`src/ssc_pkg.sv`:
```
`timescale 1ns / 1ps
// ----------------------------------------------------------------------------
// ssc_pkg
// Types and constants shared by the species set compare block.
// ----------------------------------------------------------------------------
package ssc_pkg;

    localparam int WORD_W  = 32;
    localparam int CNT_W   = 11;
    localparam int POP_W   = $clog2(WORD_W + 1);
    localparam int SHIFT_W = $clog2(WORD_W);

    localparam logic [CNT_W-1:0]  TALLY_MAX     = {CNT_W{1'b1}};
    localparam logic [CNT_W-1:0]  SPECIES_RESET = CNT_W'(1024);
    localparam logic [WORD_W-1:0] WORD_ONES     = {WORD_W{1'b1}};

    typedef logic [WORD_W-1:0] word_t;
    typedef logic [CNT_W-1:0]  cnt_t;
    typedef logic [POP_W-1:0]  pop_t;

    // one classified word pair, front to back
    typedef struct packed {
        word_t union_word;
        word_t common_word;
        word_t minus_word;
        word_t rest_word;
        word_t word_a;
        pop_t  pop_a;
        pop_t  pop_b;
        pop_t  pop_common;
        logic  any_common;
        logic  a_extra;
        logic  b_extra;
        logic  last;
    } ssc_item_t;

    function automatic pop_t popcount(input word_t w);
        pop_t n;
        n = '0;
        for (int i = 0; i < WORD_W; i++)
        begin
            n = n + pop_t'(w[i]);
        end
        return n;
    endfunction

endpackage

```
`src/species_set_compare.sv`:
```
`timescale 1ns / 1ps
// ----------------------------------------------------------------------------
// species_set_compare
// Streams word pairs of two species sets and returns per-word set words plus
// counts, key and containment flags on the last word.
// ----------------------------------------------------------------------------
//  channel   handshake             payload
//  config    cfg_we                cfg_data (total species, 11 bits)
//  input     in_valid / in_ready   word_a, word_b, last_word
//  output    out_valid / out_ready union_word .. agree
//
//  one transaction per cycle sustained while out_ready holds; an accepted pair
//  is classified into the queue, then accumulated into the output register
//  rst_n clears queue, tallies and flags; total species resets to 1024
//  output stall backs up the queue; input stalls only when the queue is full
// ----------------------------------------------------------------------------
module species_set_compare #(
    parameter int QUEUE_DEPTH = 2
) (
    input  logic             clk,
    input  logic             rst_n,
    input  logic             cfg_we,
    input  ssc_pkg::cnt_t    cfg_data,
    input  logic             in_valid,
    output logic             in_ready,
    input  ssc_pkg::word_t   word_a,
    input  ssc_pkg::word_t   word_b,
    input  logic             last_word,
    output logic             out_valid,
    input  logic             out_ready,
    output ssc_pkg::word_t   union_word,
    output ssc_pkg::word_t   common_word,
    output ssc_pkg::word_t   minus_word,
    output ssc_pkg::word_t   rest_word,
    output logic             final_out,
    output ssc_pkg::cnt_t    count_a,
    output ssc_pkg::cnt_t    count_b,
    output ssc_pkg::cnt_t    count_common,
    output ssc_pkg::word_t   hash_a,
    output logic             a_holds_b,
    output logic             overlap,
    output logic             agree
);
    import ssc_pkg::*;

    ssc_item_t push_item;
    ssc_item_t head_item;
    logic      q_push;
    logic      q_full;
    logic      q_pop;
    logic      head_valid;

    ssc_front u_front (
        .clk       (clk),
        .rst_n     (rst_n),
        .cfg_we    (cfg_we),
        .cfg_data  (cfg_data),
        .in_valid  (in_valid),
        .in_ready  (in_ready),
        .word_a    (word_a),
        .word_b    (word_b),
        .last_word (last_word),
        .q_full    (q_full),
        .q_push    (q_push),
        .q_item    (push_item)
    );

    ssc_queue #(
        .DEPTH (QUEUE_DEPTH)
    ) u_queue (
        .clk        (clk),
        .rst_n      (rst_n),
        .push       (q_push),
        .push_item  (push_item),
        .full       (q_full),
        .pop        (q_pop),
        .head_valid (head_valid),
        .head_item  (head_item)
    );

    ssc_back u_back (
        .clk          (clk),
        .rst_n        (rst_n),
        .head_valid   (head_valid),
        .head_item    (head_item),
        .pop          (q_pop),
        .out_valid    (out_valid),
        .out_ready    (out_ready),
        .union_word   (union_word),
        .common_word  (common_word),
        .minus_word   (minus_word),
        .rest_word    (rest_word),
        .final_out    (final_out),
        .count_a      (count_a),
        .count_b      (count_b),
        .count_common (count_common),
        .hash_a       (hash_a),
        .a_holds_b    (a_holds_b),
        .overlap      (overlap),
        .agree        (agree)
    );

endmodule

```
`src/ssc_front.sv`:
```
`timescale 1ns / 1ps
// ----------------------------------------------------------------------------
// ssc_front
// Accepts word pairs, holds the species count register and classifies each
// pair into set words, popcounts and flags for the queue.
// ----------------------------------------------------------------------------
module ssc_front (
    input  logic              clk,
    input  logic              rst_n,
    input  logic              cfg_we,
    input  ssc_pkg::cnt_t     cfg_data,
    input  logic              in_valid,
    output logic              in_ready,
    input  ssc_pkg::word_t    word_a,
    input  ssc_pkg::word_t    word_b,
    input  logic              last_word,
    input  logic              q_full,
    output logic              q_push,
    output ssc_pkg::ssc_item_t q_item
);
    import ssc_pkg::*;

    cnt_t                species_reg;
    logic [SHIFT_W-1:0]  sel;
    word_t               last_mask;
    word_t               rest_raw;

    always_ff @(posedge clk or negedge rst_n)
    begin
        if (!rst_n)
        begin
            species_reg <= SPECIES_RESET;
        end
        else if (cfg_we)
        begin
            species_reg <= cfg_data;
        end
    end

    // bits kept in the last word: 1 + ((species - 1) mod word width)
    assign sel       = species_reg[SHIFT_W-1:0] - SHIFT_W'(1);
    assign last_mask = WORD_ONES >> (SHIFT_W'(WORD_W - 1) - sel);
    assign rest_raw  = ~word_a & ~word_b;

    assign in_ready = !q_full;
    assign q_push   = in_valid && !q_full;

    always_comb
    begin
        q_item.union_word  = word_a | word_b;
        q_item.common_word = word_a & word_b;
        q_item.minus_word  = word_a & ~word_b;
        q_item.rest_word   = last_word ? (rest_raw & last_mask) : rest_raw;
        q_item.word_a      = word_a;
        q_item.pop_a       = popcount(word_a);
        q_item.pop_b       = popcount(word_b);
        q_item.pop_common  = popcount(word_a & word_b);
        q_item.any_common  = |(word_a & word_b);
        q_item.a_extra     = |(word_a & ~word_b);
        q_item.b_extra     = |(word_b & ~word_a);
        q_item.last        = last_word;
    end

    ap_push_needs_room: assert property (@(posedge clk) disable iff (!rst_n)
        q_push |-> !q_full)
        else $error("push into full queue");

    ap_cfg_taken: assert property (@(posedge clk) disable iff (!rst_n)
        cfg_we |=> species_reg == $past(cfg_data))
        else $error("species register missed a write");

    ap_rest_disjoint: assert property (@(posedge clk) disable iff (!rst_n)
        q_push |-> (q_item.rest_word & q_item.union_word) == '0)
        else $error("rest word overlaps union");

endmodule

```
`src/ssc_queue.sv`:
```
`timescale 1ns / 1ps
// ----------------------------------------------------------------------------
// ssc_queue
// Short queue of classified word pairs between front and back.
// ----------------------------------------------------------------------------
module ssc_queue #(
    parameter int DEPTH = 2
) (
    input  logic               clk,
    input  logic               rst_n,
    input  logic               push,
    input  ssc_pkg::ssc_item_t push_item,
    output logic               full,
    input  logic               pop,
    output logic               head_valid,
    output ssc_pkg::ssc_item_t head_item
);
    import ssc_pkg::*;

    localparam int PTR_W = (DEPTH > 1) ? $clog2(DEPTH) : 1;
    localparam int FILL_W = $clog2(DEPTH + 1);

    ssc_item_t          slot_reg [DEPTH];
    logic [PTR_W-1:0]   wr_ptr_reg, wr_ptr_next;
    logic [PTR_W-1:0]   rd_ptr_reg, rd_ptr_next;
    logic [FILL_W-1:0]  fill_reg, fill_next;

    assign full       = fill_reg == FILL_W'(DEPTH);
    assign head_valid = fill_reg != '0;
    assign head_item  = slot_reg[rd_ptr_reg];

    always_comb
    begin
        wr_ptr_next = wr_ptr_reg;
        rd_ptr_next = rd_ptr_reg;
        fill_next   = fill_reg;
        if (push)
        begin
            wr_ptr_next = (wr_ptr_reg == PTR_W'(DEPTH - 1)) ? '0 : wr_ptr_reg + PTR_W'(1);
        end
        if (pop)
        begin
            rd_ptr_next = (rd_ptr_reg == PTR_W'(DEPTH - 1)) ? '0 : rd_ptr_reg + PTR_W'(1);
        end
        if (push && !pop)
        begin
            fill_next = fill_reg + FILL_W'(1);
        end
        else if (pop && !push)
        begin
            fill_next = fill_reg - FILL_W'(1);
        end
    end

    always_ff @(posedge clk or negedge rst_n)
    begin
        if (!rst_n)
        begin
            wr_ptr_reg <= '0;
            rd_ptr_reg <= '0;
            fill_reg   <= '0;
        end
        else
        begin
            wr_ptr_reg <= wr_ptr_next;
            rd_ptr_reg <= rd_ptr_next;
            fill_reg   <= fill_next;
        end
    end

    always_ff @(posedge clk)
    begin
        if (push)
        begin
            slot_reg[wr_ptr_reg] <= push_item;
        end
    end

    ap_fill_bound: assert property (@(posedge clk) disable iff (!rst_n)
        fill_reg <= FILL_W'(DEPTH))
        else $error("queue fill out of range");

    ap_no_pop_empty: assert property (@(posedge clk) disable iff (!rst_n)
        pop |-> head_valid)
        else $error("pop from empty queue");

    ap_fill_grows: assert property (@(posedge clk) disable iff (!rst_n)
        push && !pop |=> fill_reg == $past(fill_reg) + FILL_W'(1))
        else $error("fill count did not grow on push");

endmodule

```
`src/ssc_back.sv`:
```
`timescale 1ns / 1ps
// ----------------------------------------------------------------------------
// ssc_back
// Takes classified pairs from the queue, keeps the running tallies, key and
// flags, and holds each result in the output register.
// ----------------------------------------------------------------------------
module ssc_back (
    input  logic               clk,
    input  logic               rst_n,
    input  logic               head_valid,
    input  ssc_pkg::ssc_item_t head_item,
    output logic               pop,
    output logic               out_valid,
    input  logic               out_ready,
    output ssc_pkg::word_t     union_word,
    output ssc_pkg::word_t     common_word,
    output ssc_pkg::word_t     minus_word,
    output ssc_pkg::word_t     rest_word,
    output logic               final_out,
    output ssc_pkg::cnt_t      count_a,
    output ssc_pkg::cnt_t      count_b,
    output ssc_pkg::cnt_t      count_common,
    output ssc_pkg::word_t     hash_a,
    output logic               a_holds_b,
    output logic               overlap,
    output logic               agree
);
    import ssc_pkg::*;

    cnt_t  tally_a_reg, tally_a_next;
    cnt_t  tally_b_reg, tally_b_next;
    cnt_t  tally_c_reg, tally_c_next;
    word_t xor_reg, xor_next;
    logic  ov_reg, ov_next;
    logic  ae_reg, ae_next;
    logic  be_reg, be_next;
    logic  out_valid_reg;

    word_t union_reg, common_reg, minus_reg, rest_reg, hash_reg;
    cnt_t  cnt_a_reg, cnt_b_reg, cnt_c_reg;
    logic  final_reg, holds_reg, overlap_reg, agree_reg;

    function automatic cnt_t sat_add(input cnt_t t, input pop_t n);
        logic [CNT_W:0] s;
        s = {1'b0, t} + (CNT_W + 1)'(n);
        return s[CNT_W] ? TALLY_MAX : s[CNT_W-1:0];
    endfunction

    assign pop = head_valid && (!out_valid_reg || out_ready);

    always_comb
    begin
        tally_a_next = sat_add(tally_a_reg, head_item.pop_a);
        tally_b_next = sat_add(tally_b_reg, head_item.pop_b);
        tally_c_next = sat_add(tally_c_reg, head_item.pop_common);
        xor_next     = xor_reg ^ head_item.word_a;
        ov_next      = ov_reg | head_item.any_common;
        ae_next      = ae_reg | head_item.a_extra;
        be_next      = be_reg | head_item.b_extra;
    end

    // accumulators
    always_ff @(posedge clk or negedge rst_n)
    begin
        if (!rst_n)
        begin
            tally_a_reg <= '0;
            tally_b_reg <= '0;
            tally_c_reg <= '0;
            xor_reg     <= '0;
            ov_reg      <= 1'b0;
            ae_reg      <= 1'b0;
            be_reg      <= 1'b0;
        end
        else if (pop)
        begin
            if (head_item.last)
            begin
                tally_a_reg <= '0;
                tally_b_reg <= '0;
                tally_c_reg <= '0;
                xor_reg     <= '0;
                ov_reg      <= 1'b0;
                ae_reg      <= 1'b0;
                be_reg      <= 1'b0;
            end
            else
            begin
                tally_a_reg <= tally_a_next;
                tally_b_reg <= tally_b_next;
                tally_c_reg <= tally_c_next;
                xor_reg     <= xor_next;
                ov_reg      <= ov_next;
                ae_reg      <= ae_next;
                be_reg      <= be_next;
            end
        end
    end

    always_ff @(posedge clk or negedge rst_n)
    begin
        if (!rst_n)
        begin
            out_valid_reg <= 1'b0;
        end
        else if (pop)
        begin
            out_valid_reg <= 1'b1;
        end
        else if (out_ready)
        begin
            out_valid_reg <= 1'b0;
        end
    end

    // output register
    always_ff @(posedge clk)
    begin
        if (pop)
        begin
            union_reg   <= head_item.union_word;
            common_reg  <= head_item.common_word;
            minus_reg   <= head_item.minus_word;
            rest_reg    <= head_item.rest_word;
            final_reg   <= head_item.last;
            cnt_a_reg   <= head_item.last ? tally_a_next : '0;
            cnt_b_reg   <= head_item.last ? tally_b_next : '0;
            cnt_c_reg   <= head_item.last ? tally_c_next : '0;
            hash_reg    <= head_item.last ? xor_next : '0;
            holds_reg   <= head_item.last && !be_next;
            overlap_reg <= head_item.last && ov_next;
            agree_reg   <= head_item.last && (!ov_next || !(ae_next && be_next));
        end
    end

    assign out_valid    = out_valid_reg;
    assign union_word   = union_reg;
    assign common_word  = common_reg;
    assign minus_word   = minus_reg;
    assign rest_word    = rest_reg;
    assign final_out    = final_reg;
    assign count_a      = cnt_a_reg;
    assign count_b      = cnt_b_reg;
    assign count_common = cnt_c_reg;
    assign hash_a       = hash_reg;
    assign a_holds_b    = holds_reg;
    assign overlap      = overlap_reg;
    assign agree        = agree_reg;

    ap_clear_after_last: assert property (@(posedge clk) disable iff (!rst_n)
        pop && head_item.last |=> tally_a_reg == '0 && xor_reg == '0 && !ov_reg)
        else $error("accumulators not cleared after last word");

    ap_summary_zero: assert property (@(posedge clk) disable iff (!rst_n)
        out_valid && !final_out |-> count_a == '0 && hash_a == '0 && !agree)
        else $error("summary fields set on inner word");

    ap_common_bound: assert property (@(posedge clk) disable iff (!rst_n)
        out_valid && final_out |-> count_common <= count_a && count_common <= count_b)
        else $error("common count exceeds a set count");

    ap_overlap_agree: assert property (@(posedge clk) disable iff (!rst_n)
        out_valid && final_out && !overlap |-> agree)
        else $error("disjoint sets not reported compatible");

endmodule

```
`config.mk`:
```
export PLATFORM = sky130hd
export DESIGN_NAME = species_set_compare
export DESIGN_NICKNAME = d
export VERILOG_FILES = /design/src/ssc_pkg.sv /design/src/species_set_compare.sv /design/src/ssc_front.sv /design/src/ssc_queue.sv /design/src/ssc_back.sv
export SDC_FILE = /design/constraint.sdc
export NUM_CORES = 1
export LEC_CHECK = 0
export ABC_AREA = 1
export BUFFER_PORTS_ARGS = -buffer_cell sky130_fd_sc_hd__buf_2
export CAP_MARGIN = 20
export CORE_MARGIN = 2
export CORE_UTILIZATION = 59
export DETAILED_ROUTE_END_ITERATION = 10
export PLACE_DENSITY_LB_ADDON = 0.2
export SLEW_MARGIN = 30
export SYNTH_ARGS = -nofsm -noshare
export SYNTH_HDL_FRONTEND = slang
export SYNTH_SLANG_ARGS = --single-unit
```
`constraint.sdc`:
```
create_clock -name clk -period 10.6 [get_ports clk]
set_input_delay 0 -clock clk [delete_from_list [all_inputs] [get_ports clk]]
set_output_delay 0 -clock clk [all_outputs]
set_load 0.005 [all_outputs]
```
==> reports/metrics.cfg <==
[run_status]
status = finished clean

[layout]
largest_reg_flops = 364
multiInputGateArea_um2 = 7710
most-common-layout-cells = nand2_1, edfxtp_1, inv_1
drive_gt1_share_pct = 14.7
layout_commonest_cell = nand2_1
instances_no_fill = 3453
seq_area_um2 = 18800
post-route-cell-area_um2 = 32800
nFillCells = 3249
final_nets = 2998
area_growth_pct = 17.0

[worst_setup_path]
path_delay_family = adder cells
critPathSlowestCell = fa_1
startpoint_type = primary input
crit_path_max_fanout = 6
crit_chain = dlygate4sd3_1, buf_2, nand2_1, ha_1, inv_1, fa_1, fa_1, fa_1, fa_1, fa_1, inv_1, fa_1, fa_1, inv_1, fa_1, o21ai_0, a21oi_1, xor2_1
worst_ep_required_time_ns = 10.96
crit_top_cell = fa_1
crit_arrival_ns = 5.45
slowest_delay_ns = 0.53
path_class = in2reg
cp-end-kind = flop
critPathBufInv = 5

[flow_run]
drv_cap = 0

[power]
ir_drop_mv = 0.215
powerDensity_nw_per_um2 = 308
p_leak_uw = 0.0147

[timing]
tightest_slew_ns = 0.939
finalCriticalPeriod_ns = 5.09
slew_headroom_pct = 37.4
hold_viol = 0
fmax_mhz = 196
skew_ns = 0.0228
holdWs_ns = 0.0128
slew_viol_final = 0
grt_setup_unrepaired = no
finalSetupViolCount = 0
fin_tns_setup_ns = 0
period_share_pct = 48.0

[logic_synthesis]
synthTopCellsByArea = edfxtp_1, nand2_1, dfrtp_1, fa_1, inv_1
synthCells = 2422
yosysTopAreaCell = edfxtp_1
syn_area_per_cell_um2 = 11.6
synth_fp_nets = 2626
yosysTopAreaCellShare_pct = 60.1
seq_area_frac_synth_pct = 67.1
netlist_area_um2 = 28000
yosys_warnings = 0
synth_seq_cells = 639
synth_cell_types = 34

[clock_network]
root_buffer = clkbuf_16
cts_setup_buffers = 0
clk_path_buf_depth = 3
cts_tree = done
postCtsHoldBufs = 87
path_clk_slew_ns = 0.06
cts_buffers = 60
clock_latency_ns = 0.62
htreeDepth = 2
cts_resized = 0
clock-sinks = 639

[floorplan]
num_io_pins = 280
row_count = 79
core_um2 = 46800
die_w_um = 222
die_y_um = 222
dieArea_um2 = 49300
start_util_pct = 59.9

[place]
dp_hpwl_um = 46500
place_congestion = 0.950
place_inst = 3252
post_dp_cell_area_um2 = 30000
port_buffers = 273

[drt]
drt_first_iter_violations = 2029
wl_um = 68500
ant_nets = 0
firstDrtPassIters = 6
post_drt_wl_per_cell_um = 19.8
via_per_inst = 5.38
drc = 0
vias = 18600

[grt]
grt_use_met3_pct = 5.22
overflow = 0
busiest_layer = met2
grt_antenna_before_repair = 2
grt_pass1_wl_um = 105000
first_global_vias = 18400
globalRouteMet1Util_pct = 39.3
grt_max_degree = 134
track_usage_pct = 28.1
met2_usage_pct = 45.2

[hold_path]
min_path_type = in2async

worst reg2reg max path, stage by stage (launching register included):
cell	delay, ns
dfrtp_4	0.73
inv_4	0.65
buf_4	0.72
or2_2	0.26
o21ai_0	0.24
inv_1	0.14
ha_1	0.23
nand3_1	0.11
nand3_1	0.13
nand2_1	0.09
nand2_1	0.14
nand2_1	0.35
nand3_1	0.18
nand2_1	0.09
inv_1	0.05
per-stage QoR:
stage | total power, µW | utilization, % | setup slack (ns)
floorplan | 6800 | - | 1.70
global placement | 7890 | 64.2 | 5.56
detailed placement | 8030 | 64.2 | 5.47
CTS | 10100 | 70.1 | 5.59
global route | 10800 | 70.1 | 5.33
finish | 10100 | 70.1 | 5.51
worst paths after layout:
path	from	slack, ns	endpoint	cells past startpoint
hold / removal	rst_n	0.01	u_back.xor_reg[26]$_DFFE_PN0P_	3
max in group asynchronous	rst_n	9.71	u_back.xor_reg[17]$_DFFE_PN0P_	3
min in group clk	word_a[4]	0.19	u_queue.slot_reg[0][26]$_DFFE_PP_	2
setup reg to reg	u_queue.rd_ptr_reg$_DFFE_PN0P_	6.24	u_back.count_common[2]$_SDFFCE_PN0P_	14
setup / recovery	word_a[0]	5.51	u_queue.slot_reg[1][8]$_DFFE_PP_	18
hold reg to reg	u_back.tally_c_reg[4]$_DFFE_PN0P_	0.48	u_back.tally_c_reg[4]$_DFFE_PN0P_	2
area by class of cell:
cell class / count / share of cell area [%]
tap: 607 / 2.32
timing repair buffer: 376 / 7.25
multi-input combinational: 1389 / 23.5
clock buffer: 70 / 4.82
sequential: 639 / 57.3
antenna: 2 / 0.0153
clock inverter: 42 / 0.962
inverter: 328 / 3.78
power breakdown:
group	leakage [µW]	internal, µW	switching (µW)
logic	0.00742	1260	2470
clock network	0.000914	1160	911
registers	0.00638	4020	285
synthesized netlist by cell type:
cell type and n:
o21ai_1 6, or2_1 1, dfrtp_1 78, clkbuf_1 30, buf_2 29, xor2_1 45, a31oi_1 8, a21boi_0 1
buf_6 3, fa_1 75, o22ai_2 18, o21ai_2 1, o21ai_0 22, inv_2 4, o22ai_1 36, a211oi_1 3
edfxtp_1 561, buf_1 4, nand3b_1 2, nand4_1 10, nand2_1 846, xnor2_1 4, o31ai_1 1, or2_2 16
o211ai_1 6, nor2_1 116, o21a_1 1, inv_1 324, a21oi_1 39, ha_1 48, nand3_1 58, nor2_2 1
nor3_1 22, nor4_1 3
routing by layer:
metal	wire length [µm]	vias to the layer above
li1	-	8663
met2	32800	801
met4	1940	0
met1	27900	9019
met3	5790	110
met5	0	-
cells by family (layout without fill, tap and decap cells):
family,Yosys count,in the layout,share of synthesized area (%)
buffers and inverters,394,816,5.49
xor gates and xnor gates,49,49,1.53
DFF,639,639,67.1
AOI/OAI and AO/OA,142,142,3.34
adders and majority gates,123,123,7.50
and+or+nand+nor,1075,1075,15.1
other,0,2,0
Note: power is estimated with default switching activity, not from simulation.
